`src/sv/stpm_pkg.sv`:
```
// Shared types and codes for the sensor timestamp pair matcher.
`default_nettype none

package stpm_pkg;

    // tuser codes on the input stream
    localparam logic OP_SCANNER = 1'b0;
    localparam logic OP_CAMERA  = 1'b1;

    // tuser codes on the output stream
    localparam logic KIND_MATCH = 1'b0;
    localparam logic KIND_DROP  = 1'b1;

    typedef struct packed {
        logic push;
        logic pop;
        logic rd;
    } queue_cmd_t;

    typedef struct packed {
        logic empty;
        logic full;
    } queue_status_t;

endpackage

`default_nettype wire

```
`src/sv/stpm_ram.sv`:
```
// Generic single-write, single-read synchronous RAM with registered read data.
`default_nettype none

module stpm_ram #(
    parameter int WIDTH = 48,
    parameter int DEPTH = 16
) (
    input  wire logic                     clk,
    input  wire logic                     wr_en,
    input  wire logic [$clog2(DEPTH)-1:0] wr_addr,
    input  wire logic [WIDTH-1:0]         wr_data,
    input  wire logic                     rd_en,
    input  wire logic [$clog2(DEPTH)-1:0] rd_addr,
    output logic      [WIDTH-1:0]         rd_data
);

    logic [WIDTH-1:0] mem [DEPTH];

    always_ff @(posedge clk)
    begin
        if (wr_en)
        begin
            mem[wr_addr] <= wr_data;
        end
        if (rd_en)
        begin
            rd_data <= mem[rd_addr];
        end
    end

endmodule

`default_nettype wire

```
`src/sv/stpm_queue.sv`:
```
// Circular timestamp queue: pointers and fill count around one RAM.
`default_nettype none

module stpm_queue #(
    parameter int WIDTH = 48,
    parameter int DEPTH = 16
) (
    input  wire logic                  clk,
    input  wire logic                  rst_n,
    input  wire stpm_pkg::queue_cmd_t  cmd,
    input  wire logic [WIDTH-1:0]      wr_data,
    output stpm_pkg::queue_status_t    status,
    output logic      [WIDTH-1:0]      rd_data
);

    import stpm_pkg::*;

    localparam int AW = $clog2(DEPTH);
    localparam int CW = $clog2(DEPTH + 1);
    localparam logic [AW-1:0] LAST_ADDR = AW'(DEPTH - 1);
    localparam logic [CW-1:0] FULL_COUNT = CW'(DEPTH);

    logic [AW-1:0] wr_ptr_reg, wr_ptr_next;
    logic [AW-1:0] rd_ptr_reg, rd_ptr_next;
    logic [CW-1:0] count_reg, count_next;

    always_comb
    begin
        wr_ptr_next = wr_ptr_reg;
        rd_ptr_next = rd_ptr_reg;
        count_next  = count_reg;
        if (cmd.push)
        begin
            wr_ptr_next = (wr_ptr_reg == LAST_ADDR) ? '0 : wr_ptr_reg + 1'b1;
        end
        if (cmd.pop)
        begin
            rd_ptr_next = (rd_ptr_reg == LAST_ADDR) ? '0 : rd_ptr_reg + 1'b1;
        end
        if (cmd.push && !cmd.pop)
        begin
            count_next = count_reg + 1'b1;
        end
        else if (cmd.pop && !cmd.push)
        begin
            count_next = count_reg - 1'b1;
        end
    end

    always_ff @(posedge clk or negedge rst_n)
    begin
        if (!rst_n)
        begin
            wr_ptr_reg <= '0;
            rd_ptr_reg <= '0;
            count_reg  <= '0;
        end
        else
        begin
            wr_ptr_reg <= wr_ptr_next;
            rd_ptr_reg <= rd_ptr_next;
            count_reg  <= count_next;
        end
    end

    assign status.empty = (count_reg == '0);
    assign status.full  = (count_reg == FULL_COUNT);

    stpm_ram #(
        .WIDTH (WIDTH),
        .DEPTH (DEPTH)
    ) u_ram (
        .clk     (clk),
        .wr_en   (cmd.push),
        .wr_addr (wr_ptr_reg),
        .wr_data (wr_data),
        .rd_en   (cmd.rd),
        .rd_addr (rd_ptr_reg),
        .rd_data (rd_data)
    );

endmodule

`default_nettype wire

```
`src/sv/sensor_timestamp_pair_matcher.sv`:
```
// A dropped stamp (queue full) is reported from the push state once the output register is
// free; a match goes through the push, read and compare states, plus a read and a compare
// for every head discarded on the way. A new stamp is taken only in the idle state, once the
// last one is done; a stalled result word holds the sequencer.
// Reset (rst_n, async, active low) empties both queues and zeroes both previous times;
// queue RAM contents are not cleared and are only read after being written.
`default_nettype none

module sensor_timestamp_pair_matcher #(
    parameter int SCANNER_DEPTH = 16,
    parameter int CAMERA_DEPTH  = 32,
    parameter int TIME_WIDTH    = 48
) (
    input  wire logic clk,
    input  wire logic rst_n,
    // input stream
    input  wire logic s_tvalid,
    output logic      s_tready,
    input  wire logic [((TIME_WIDTH + 7) / 8) * 8 - 1:0] s_tdata,  // stamp
    input  wire logic s_tuser,                                     // op
    // result stream
    output logic      m_tvalid,
    input  wire logic m_tready,
    // scanner_time, camera_time, offset, scanner_interval
    output logic      [((4 * TIME_WIDTH + 2 + 7) / 8) * 8 - 1:0] m_tdata,
    output logic      m_tuser                                      // kind
);

    import stpm_pkg::*;

    localparam int TW  = TIME_WIDTH;
    localparam int DW  = TIME_WIDTH + 1;
    localparam int OUTW = ((4 * TIME_WIDTH + 2 + 7) / 8) * 8;
    localparam int PADW = OUTW - (4 * TIME_WIDTH + 2);

    // sequencer states
    localparam logic [1:0] ST_IDLE = 2'd0;  // wait for a stamp
    localparam logic [1:0] ST_PUSH = 2'd1;  // store it or report the drop
    localparam logic [1:0] ST_READ = 2'd2;  // fetch both queue heads
    localparam logic [1:0] ST_CMP  = 2'd3;  // decide: pop camera, pop scanner or match

    logic [1:0] state_reg, state_next;

    // accepted word
    logic          op_reg, op_next;
    logic [TW-1:0] stamp_reg, stamp_next;

    // matcher history
    logic [TW-1:0] prev_cam_reg, prev_cam_next;
    logic [TW-1:0] prev_scan_reg, prev_scan_next;

    // output register
    logic          out_valid_reg, out_valid_next;
    logic          kind_reg, kind_next;
    logic [TW-1:0] scan_time_reg, scan_time_next;
    logic [TW-1:0] cam_time_reg, cam_time_next;
    logic [DW-1:0] offset_reg, offset_next;
    logic [DW-1:0] interval_reg, interval_next;

    queue_cmd_t    scan_cmd, cam_cmd;
    queue_status_t scan_status, cam_status;
    logic [TW-1:0] scan_head, cam_head;

    logic out_free;
    logic cam_below, scan_below;
    logic near_is_prev;
    logic [DW:0]   pair_sum;
    logic [DW:0]   twice_head;
    logic [DW-1:0] diff_prev, diff_cam;

    // The output register frees up in the same cycle its word is taken.
    assign out_free = !out_valid_reg || m_tready;

    // Compare the scanner head l against the previous camera time p and the camera head c.
    assign cam_below  = (prev_cam_reg < scan_head) && (cam_head < scan_head);
    assign scan_below = (prev_cam_reg > scan_head) && (cam_head > scan_head);

    // c - l > l - p, evaluated as c + p > 2l so nothing goes negative
    assign pair_sum     = {2'b00, cam_head} + {2'b00, prev_cam_reg};
    assign twice_head   = {1'b0, scan_head, 1'b0};
    assign near_is_prev = (pair_sum > twice_head);

    // Both candidate offsets in parallel; the compare only selects.
    assign diff_prev = {1'b0, scan_head} - {1'b0, prev_cam_reg};
    assign diff_cam  = {1'b0, scan_head} - {1'b0, cam_head};

    always_comb
    begin
        state_next     = state_reg;
        op_next        = op_reg;
        stamp_next     = stamp_reg;
        prev_cam_next  = prev_cam_reg;
        prev_scan_next = prev_scan_reg;
        kind_next      = kind_reg;
        scan_time_next = scan_time_reg;
        cam_time_next  = cam_time_reg;
        offset_next    = offset_reg;
        interval_next  = interval_reg;
        out_valid_next = out_valid_reg && !m_tready;
        scan_cmd       = '0;
        cam_cmd        = '0;

        case (state_reg)
            ST_IDLE:
            begin
                if (s_tvalid)
                begin
                    op_next    = s_tuser;
                    stamp_next = s_tdata[TW-1:0];
                    state_next = ST_PUSH;
                end
            end

            ST_PUSH:
            begin
                if ((op_reg == OP_SCANNER) ? scan_status.full : cam_status.full)
                begin
                    // drop the stamp, report it once the output register is free
                    if (out_free)
                    begin
                        out_valid_next = 1'b1;
                        kind_next      = KIND_DROP;
                        scan_time_next = '0;
                        cam_time_next  = '0;
                        offset_next    = '0;
                        interval_next  = '0;
                        state_next     = ST_IDLE;
                    end
                end
                else
                begin
                    scan_cmd.push = (op_reg == OP_SCANNER);
                    cam_cmd.push  = (op_reg == OP_CAMERA);
                    state_next    = ST_READ;
                end
            end

            ST_READ:
            begin
                if (!scan_status.empty && !cam_status.empty)
                begin
                    scan_cmd.rd = 1'b1;
                    cam_cmd.rd  = 1'b1;
                    state_next  = ST_CMP;
                end
                else
                begin
                    state_next = ST_IDLE;
                end
            end

            ST_CMP:
            begin
                if (cam_below)
                begin
                    // camera head is stale: advance the camera queue
                    cam_cmd.pop   = 1'b1;
                    prev_cam_next = cam_head;
                    state_next    = ST_READ;
                end
                else if (scan_below)
                begin
                    // scanner head precedes both camera times: drop it
                    scan_cmd.pop   = 1'b1;
                    prev_scan_next = scan_head;
                    state_next     = ST_READ;
                end
                else if (out_free)
                begin
                    // bracketed: emit the pair and pop both heads
                    out_valid_next = 1'b1;
                    kind_next      = KIND_MATCH;
                    scan_time_next = scan_head;
                    cam_time_next  = near_is_prev ? prev_cam_reg : cam_head;
                    offset_next    = near_is_prev ? diff_prev : diff_cam;
                    interval_next  = {1'b0, scan_head} - {1'b0, prev_scan_reg};
                    prev_cam_next  = cam_head;
                    prev_scan_next = scan_head;
                    scan_cmd.pop   = 1'b1;
                    cam_cmd.pop    = 1'b1;
                    state_next     = ST_IDLE;
                end
            end

            default:
            begin
                state_next = ST_IDLE;
            end
        endcase
    end

    always_ff @(posedge clk or negedge rst_n)
    begin
        if (!rst_n)
        begin
            state_reg     <= ST_IDLE;
            out_valid_reg <= 1'b0;
            prev_cam_reg  <= '0;
            prev_scan_reg <= '0;
        end
        else
        begin
            state_reg     <= state_next;
            out_valid_reg <= out_valid_next;
            prev_cam_reg  <= prev_cam_next;
            prev_scan_reg <= prev_scan_next;
        end
    end

    // payload registers, no reset needed
    always_ff @(posedge clk)
    begin
        op_reg        <= op_next;
        stamp_reg     <= stamp_next;
        kind_reg      <= kind_next;
        scan_time_reg <= scan_time_next;
        cam_time_reg  <= cam_time_next;
        offset_reg    <= offset_next;
        interval_reg  <= interval_next;
    end

    stpm_queue #(
        .WIDTH (TW),
        .DEPTH (SCANNER_DEPTH)
    ) u_scan_queue (
        .clk     (clk),
        .rst_n   (rst_n),
        .cmd     (scan_cmd),
        .wr_data (stamp_reg),
        .status  (scan_status),
        .rd_data (scan_head)
    );

    stpm_queue #(
        .WIDTH (TW),
        .DEPTH (CAMERA_DEPTH)
    ) u_cam_queue (
        .clk     (clk),
        .rst_n   (rst_n),
        .cmd     (cam_cmd),
        .wr_data (stamp_reg),
        .status  (cam_status),
        .rd_data (cam_head)
    );

    assign s_tready = (state_reg == ST_IDLE);
    assign m_tvalid = out_valid_reg;
    assign m_tuser  = kind_reg;
    assign m_tdata  = {{PADW{1'b0}}, interval_reg, offset_reg, cam_time_reg, scan_time_reg};

endmodule

`default_nettype wire
```
`config.mk`:
```
export PLATFORM = sky130hd
export DESIGN_NAME = sensor_timestamp_pair_matcher
export DESIGN_NICKNAME = d
export VERILOG_FILES = /design/src/sv/stpm_pkg.sv /design/src/sv/stpm_ram.sv /design/src/sv/stpm_queue.sv /design/src/sv/sensor_timestamp_pair_matcher.sv
export SDC_FILE = /design/constraint.sdc
export NUM_CORES = 2
export LEC_CHECK = 0
export BUFFER_PORTS_ARGS = -buffer_cell sky130_fd_sc_hd__buf_2
export CORE_MARGIN = 2
export CORE_UTILIZATION = 30
export CTS_CLUSTER_DIAMETER = 120
export DETAILED_ROUTE_END_ITERATION = 8
export GPL_TIMING_DRIVEN = 0
export PLACE_DENSITY = 0.46
export SKIP_CTS_REPAIR_TIMING = 1
export SKIP_LAST_GASP = 1
export SLEW_MARGIN = 20
export SYNTH_ARGS = -nofsm -noshare
export SYNTH_HDL_FRONTEND = slang
export SYNTH_SLANG_ARGS = --single-unit
```
`constraint.sdc`:
```
create_clock -name clk -period 20.2 [get_ports clk]
set_input_delay 4.04 -clock clk [delete_from_list [all_inputs] [get_ports clk]]
set_output_delay 4.04 -clock clk [all_outputs]
set_load 0.05 [all_outputs]
```
; Yosys cells after proc, flatten, opt, wreduce, memory -nomap -nowiden
; Memory sizes are Yosys's and may differ from the RTL's. A register that Yosys moved wholly into a read port is not among the register bits.
; Index checks and enable logic that the tools add are counted.
[totals]
reg_bits = 372
ramBits = 2304
out_inout_bits = 203
memories = 2
[memory_table]
columns = memory, depth, width, read_ports, rd_clocked_by_memory_dff, wr, line
row1 = u_cam_queue.u_ram.mem, 32, 48, 1, 1, 1, stpm_ram.sv:17  ; logic [WIDTH-1:0] mem [DEPTH];
row2 = u_scan_queue.u_ram.mem, 16, 48, 1, 1, 1, stpm_ram.sv:17
[op_classes]
add_sub_neg = 12
n_lt_le_gt_ge = 5
eq_ne = 16
n_mux = 70
bitwise = 2
n_reduce_logical = 29
[ops]
columns = cell, n
row1 = $mux 48, 13
row2 = $mux 49, 9
row3 = $pmux 49 s2, 2
row4 = $pmux 48 s2, 2
row5 = $sub 48x48->49, 3
row6 = $gt 48x48->1, 2
row7 = $lt 48x48->1, 2
row8 = $add 48x48->49, 1
row9 = $gt 49x49->1, 1
row10 = $mux 1, 27
row11 = $mux 5, 4
row12 = $add 5x1->5 const B, 3
row13 = $eq 5x5->1 const B, 3
row14 = $ne 2x2->1 const B, 7
row15 = $mux 2, 6
row16 = $mux 6, 2
row17 = $reduce_bool 2->1, 5
row18 = $add 4x1->4 const B, 2
row19 = $eq 4x4->1 const B, 2
row20 = $logic_and 1x1->1, 8
row21 = $logic_not 1->1, 8
row22 = $mux 4, 2
row23 = $pmux 2 s4, 1
row24 = $add 6x1->6 const B, 1
row25 = other kinds (14), 18

; Longest topological paths before layout
[depth]
depth_word = 9
ltp_mapped = 24
depth_no_buf = 23

; Modules after synthesis
; Synthesis repeated with hierarchy kept, for this count alone.
[unflattened]
hier_cells = 7437
area_unflattened_um2 = 117844.3
[by_module_without_submodules]
columns = module, instances, cells_per_inst, area_per_inst_um2, seq_area_each_um2
row1 = stpm_ram (u_cam_queue.u_ram), 1, 3364, 61205.0, 47565.6
row2 = stpm_ram (u_scan_queue.u_ram), 1, 1242, 30171.4, 24503.5
row3 = sensor_timestamp_pair_matcher, 1, 2671, 24765.0, 9804.4
row4 = stpm_queue (u_cam_queue), 1, 87, 958.4, 400.4
row5 = stpm_queue (u_scan_queue), 1, 73, 744.5, 325.3

; Worst setup path after synthesis
; OpenSTA, ideal clock, no wires.
[synth_path]
path_type = flip-flop to flip-flop
start = reg u_cam_queue.count_reg[0]
end = reg state_reg[0]
t_arrival_ns = 17.233
t_required_ns = 20.062
slack_ns = 2.829
path_stages_with_launch = 7
synth_period_minus_slack_ns = 17.371
path_cell_list = dfrtp_1 -> nor3_1 -> nand2_1 -> nor2_1 -> a2111oi_0 -> o32ai_1 -> o31ai_1
[synth_via]
elab_chain_cells = 5
word_cells_on_any_way = 8
classes_between = eq/ne: 1 / mux: 4 / reduce/logical: 3
[synth_lines]
columns = item, line
row1 = "start, declared", stpm_queue.sv:25  ; logic [CW-1:0] count_reg, count_next;
row2 = "start signal, assigned", stpm_queue.sv:62  ; count_reg <= count_next;
row3 = $logic_not 6->1, stpm_queue.sv:66  ; assign status.empty = (count_reg == '0);
row4 = $logic_not 1->1, sensor_timestamp_pair_matcher.sv:140  ; if (!scan_status.empty && !cam_status.empty)
row5 = $logic_and 1x1->1, sensor_timestamp_pair_matcher.sv:140
row6 = $mux 2, sensor_timestamp_pair_matcher.sv:140
row7 = $pmux 2 s4 *, sensor_timestamp_pair_matcher.sv:103  ; case (state_reg)
row8 = "end signal, assigned", sensor_timestamp_pair_matcher.sv:203  ; state_reg <= state_next;
row9 = "end, declared", sensor_timestamp_pair_matcher.sv:42  ; logic [1:0] state_reg, state_next;
; Mark *: on every way between the ends. The rest lies on a longest branch, timed or not.
; A chain may end at the register's enable or synchronous reset.

; Worst setup path in the final report
[layout_path]
start = reg u_cam_queue.u_ram.rd_data[0], read port of u_cam_queue.u_ram.mem
end = reg offset_reg[39] (data pin)
[layout_via]
elab_chain_cells = 7
word_cells_on_any_way = 8
classes_between = add/sub: 2 / order compare: 1 / mux: 5
[layout_lines]
columns = item, line
row1 = "start, declared", stpm_ram.sv:14  ; output logic [WIDTH-1:0] rd_data
row2 = $add 48x48->49, sensor_timestamp_pair_matcher.sv:79  ; assign pair_sum = {2'b00, cam_head} + {2'b00, prev_cam_reg};
row3 = $gt 49x49->1, sensor_timestamp_pair_matcher.sv:81  ; assign near_is_prev = (pair_sum > twice_head);
row4 = $mux 49 *, sensor_timestamp_pair_matcher.sv:175  ; offset_next = near_is_prev ? diff_prev : diff_cam;
row5 = $mux 49 *, sensor_timestamp_pair_matcher.sv:168  ; else if (out_free)
row6 = $mux 49 *, sensor_timestamp_pair_matcher.sv:161  ; else if (scan_below)
row7 = $mux 49 *, sensor_timestamp_pair_matcher.sv:154  ; if (cam_below)
row8 = $pmux 49 s2 *, sensor_timestamp_pair_matcher.sv:103
row9 = "end signal, assigned", sensor_timestamp_pair_matcher.sv:218  ; offset_reg <= offset_next;
row10 = "end, declared", sensor_timestamp_pair_matcher.sv:57  ; logic [DW-1:0] offset_reg, offset_next;
; Mark *: on every way between the ends. The rest lies on a longest branch, timed or not. The select of a mux whose other input is x is not followed.

==> results.txt <==
R2R depth - 23
Post-DP HPWL - 278 mm
Total Power - 24.6 mW
Routed Antenna Nets - 0
Synth top area share - 67.4%
Avg WL per Cell - 28.6 um
Critical path arrival - 10380 ps
Seq pwr share - 31.0%
#FFs+latches synth - 2772
Worst R2R Start - u_cam_queue.u_ram.rd_data[0]$_DFFE_PP_
Final Util - 35.9%
WS Path Type - flip-flop to flip-flop
DRC viols - 0
CTS sink cnt - 2772
Area grow syn2layout - 19.3%
Crit path max fanout - 10
DP Worst Slack - 10280 ps
CTS H-tree depth - 5
Hold Path Origin - u_cam_queue.count_reg[5]$_DFFE_PN0P_
DRT iter0 DRCs - 6242
Clk Tree Root Cell - clkbuf_16
Routability cong. - 0.889
EDFF count, synth - 2644
Post-Synth Simple-Gate Area - 3.78%
CTS tree - yes
Starting Density - 30.1%
Met2 Usage GRT - 31.8%
Synth Area per Inst - 17.5 um2
Relative slew slack - 17.4%
GRT busiest layer - met2
Die height - 631 um
Vias/cell - 5.02
Seq/Total Area, Yosys - 70.1%
Final Skew - 69.3 ps
Met3 Use GR - 2.01%
Most used DFF post-synth - edfxtp_1
Final cell count without fillers - 13100
Worst skew pair latency - 930 ps
Fmax - 102 MHz
Critical Path RT - 20820 ps
RSZ-0062 raised after global routing - no
GR Util All Layers - 18.6%
Synth unique cells - 99
Min-Delay Endpoint - u_cam_queue.count_reg[5]$_DFFE_PN0P_
Largest net degree at the start of global routing - 74
Final Hold Fails - 0
Post-synthesis xor/xnor area fraction - 1.29%
Final worst setup slack - 10440 ps
Crit path from - u_cam_queue.u_ram.rd_data[0]$_DFFE_PP_
Clock Power Share - 22.6%
Worst Setup Start Kind - flip-flop
Final TNS setup - 0 ps
Power Internal - 14.3 mW
Multiplexer share of the synthesized area - 14.2%
Status - finished clean
M1 GR Usage - 25.0%
Async SR Flop Fraction - 4.62%
Hold Path Stages - 1
Synth Area in Adders - 2.87%
Pwr Density - 175 mW/mm2
Drt total wl - 377 mm
Worst slew pin tran - 1240 ps
Vias in the first global route - 67900
Final period util - 48.3%
Most common cell in the netlist - edfxtp_1
Longest Clk Path Bufs - 4
Finished Cell Area - 0.141 mm2
Post-synth top cells - edfxtp_1, mux4_2, nor2_1, a21oi_1, ha_1
Biggest register - u_cam_queue.u_ram.mem
Final setup violation count - 0
Max Cap Violations - 0
YS warnings - 0
Combinational share of power - 46.4%
FF-to-FF End - offset_reg[39]$_SDFFCE_PN0P_
Largest family of logic cells by synthesized area - multiplexers
Synth Cell Area - 0.118 mm2
Leakage power total - 48.4 nW
Dominant cells by area after synthesis - edfxtp_1, mux4_2, ha_1
Core ar. - 0.392 mm2
Initial antenna violation count - 24
Worst reg-to-reg setup slack - 10440 ps
IO Port Bufs - 249
IO Count - 256
Synth Area in Compound Gates - 5.81%
Critical Path Sink Type - flip-flop
Placed instance count - 12600
Largest registers - u_cam_queue.u_ram.mem (1536), u_scan_queue.u_ram.mem (768)
Biggest area consumer among synthesized cells - edfxtp_1
First-pass GRT wire length - 525 mm
Hold crit path type - flip-flop to flip-flop
Total CTS buffers - 313
Mapped Cells - 6751
Die width - 631 um
Drt pass-1 iters - 6
Worst ir drop on vdd - 0.127 mV
Net Sw Frac - 41.8%
Share of cells above drive strength 1 - 24.0%
Placed inst area - 0.131 mm2
Via count - 66000
Full die area - 0.398 mm2
Slew Limit Fails - 0
GR Overflow Total - 0
Num rows - 230
Hold_ws - 491 ps
Nets - 7973
Minimum clock period - 9760 ps
Clock-pin slew on the worst setup and hold paths - 60 ps
Switching power - 10.3 mW
Max FFs per register - 1536
worst max-delay path by stage:
stage | end | slack (ps) | cells after the start
floorplan | state_reg[0]$_DFFE_PN0P_ | 2830 | 6
global placement | state_reg[0]$_DFFE_PN0P_ | -8790 | 6
detailed placement | offset_reg[32]$_SDFFCE_PN0P_ | 10280 | 23
CTS | offset_reg[32]$_SDFFCE_PN0P_ | 10240 | 23
global route | offset_reg[32]$_SDFFCE_PN0P_ | 10180 | 23
finish | offset_reg[39]$_SDFFCE_PN0P_ | 10440 | 23
power by group through the flow:
stage | Clock (mW) | Combinational, mW | Sequential [mW]
2_1_floorplan | 0 | 6.63 | 8.11
6_report | 5.57 | 11.4 | 7.63
4_1_cts | 5.71 | 11.5 | 7.63
3_3_place_gp | 0 | 11.0 | 8.11
3_5_place_dp | 0 | 11.4 | 7.75
5_1_grt | 5.91 | 12.3 | 7.68
layer usage:
layer | up-vias | part of all wire, % | wire length [um]
li1 | 28800 | - | -
met1 | 34700 | 43 | 163000
met2 | 1956 | 49 | 185000
met3 | 454 | 4.6 | 17200
met4 | 0 | 2.9 | 10900
met5 | - | 0 | 0
cell usage in the layout, fill, tap and decap left out, types with 27 or more instances in the layout:
cell type  instances
xor2_1            57
clkbuf_1         274
buf_6             47
mux2_2            99
nand4_1           53
buf_12            37
mux4_2           576
nand2b_1          35
buf_1             35
nand3_1           69
ha_1             261
o21bai_1          33
clkinv_1          63
o21ai_0          217
clkinv_2          51
nand2_1          228
clkbuf_16        320
nor2_1           340
nor2b_1           41
buf_2            313
buf_8             77
mux2i_1          251
a22oi_1           48
and3_1            27
clkbuf_2          35
edfxtp_1        2644
buf_4            129
a21o_1           125
buf_16            47
nor3_1            42
xnor2_1          117
a221oi_1          53
a21oi_1          334
dfrtp_1          128
inv_1            242
worst max-delay path, cell delays in order (launching register included):
cell       delay (ps)
edfxtp_1          550
ha_1              310
fa_1              440
a211oi_1          500
o2111a_1          320
or2_2             250
o21ai_1           110
o21ai_1           560
a31oi_1           310
a41oi_1           380
nor2b_1           180
o21ai_1            80
a21o_1            200
ha_1              300
nand4_1           190
nor4_1            750
nand2_1           250
nor4_1            700
a2111oi_0         220
a21oi_1           420
clkbuf_1          910
nand2_1           520
clkbuf_1          440
o22ai_1           550
final cells by class:
cell class | instances | area, um2
fill | 36800 | 251000
sequential | 2772 | 82600
multi-input combinational | 3401 | 33200
clock buffer | 395 | 8310
tap | 5220 | 6530
timing repair buffer | 582 | 5840
clock inverter | 174 | 1640
buffer | 339 | 1480
inverter | 244 | 916
antenna | 17 | 42.5
cell families (layout without fill, tap and decap cells):
group,count (synthesis),count (layout)
XOR/XNOR,174,174
flip-flops,2772,2772
buffers and inverters,583,1734
multiplexers,935,935
AND/OR/NAND/NOR,955,955
AO/OA/AOI/OAI,1064,1064
other,1,23
adder cells (fa/ha/maj),267,267
(Power assumes the default switching activity.)
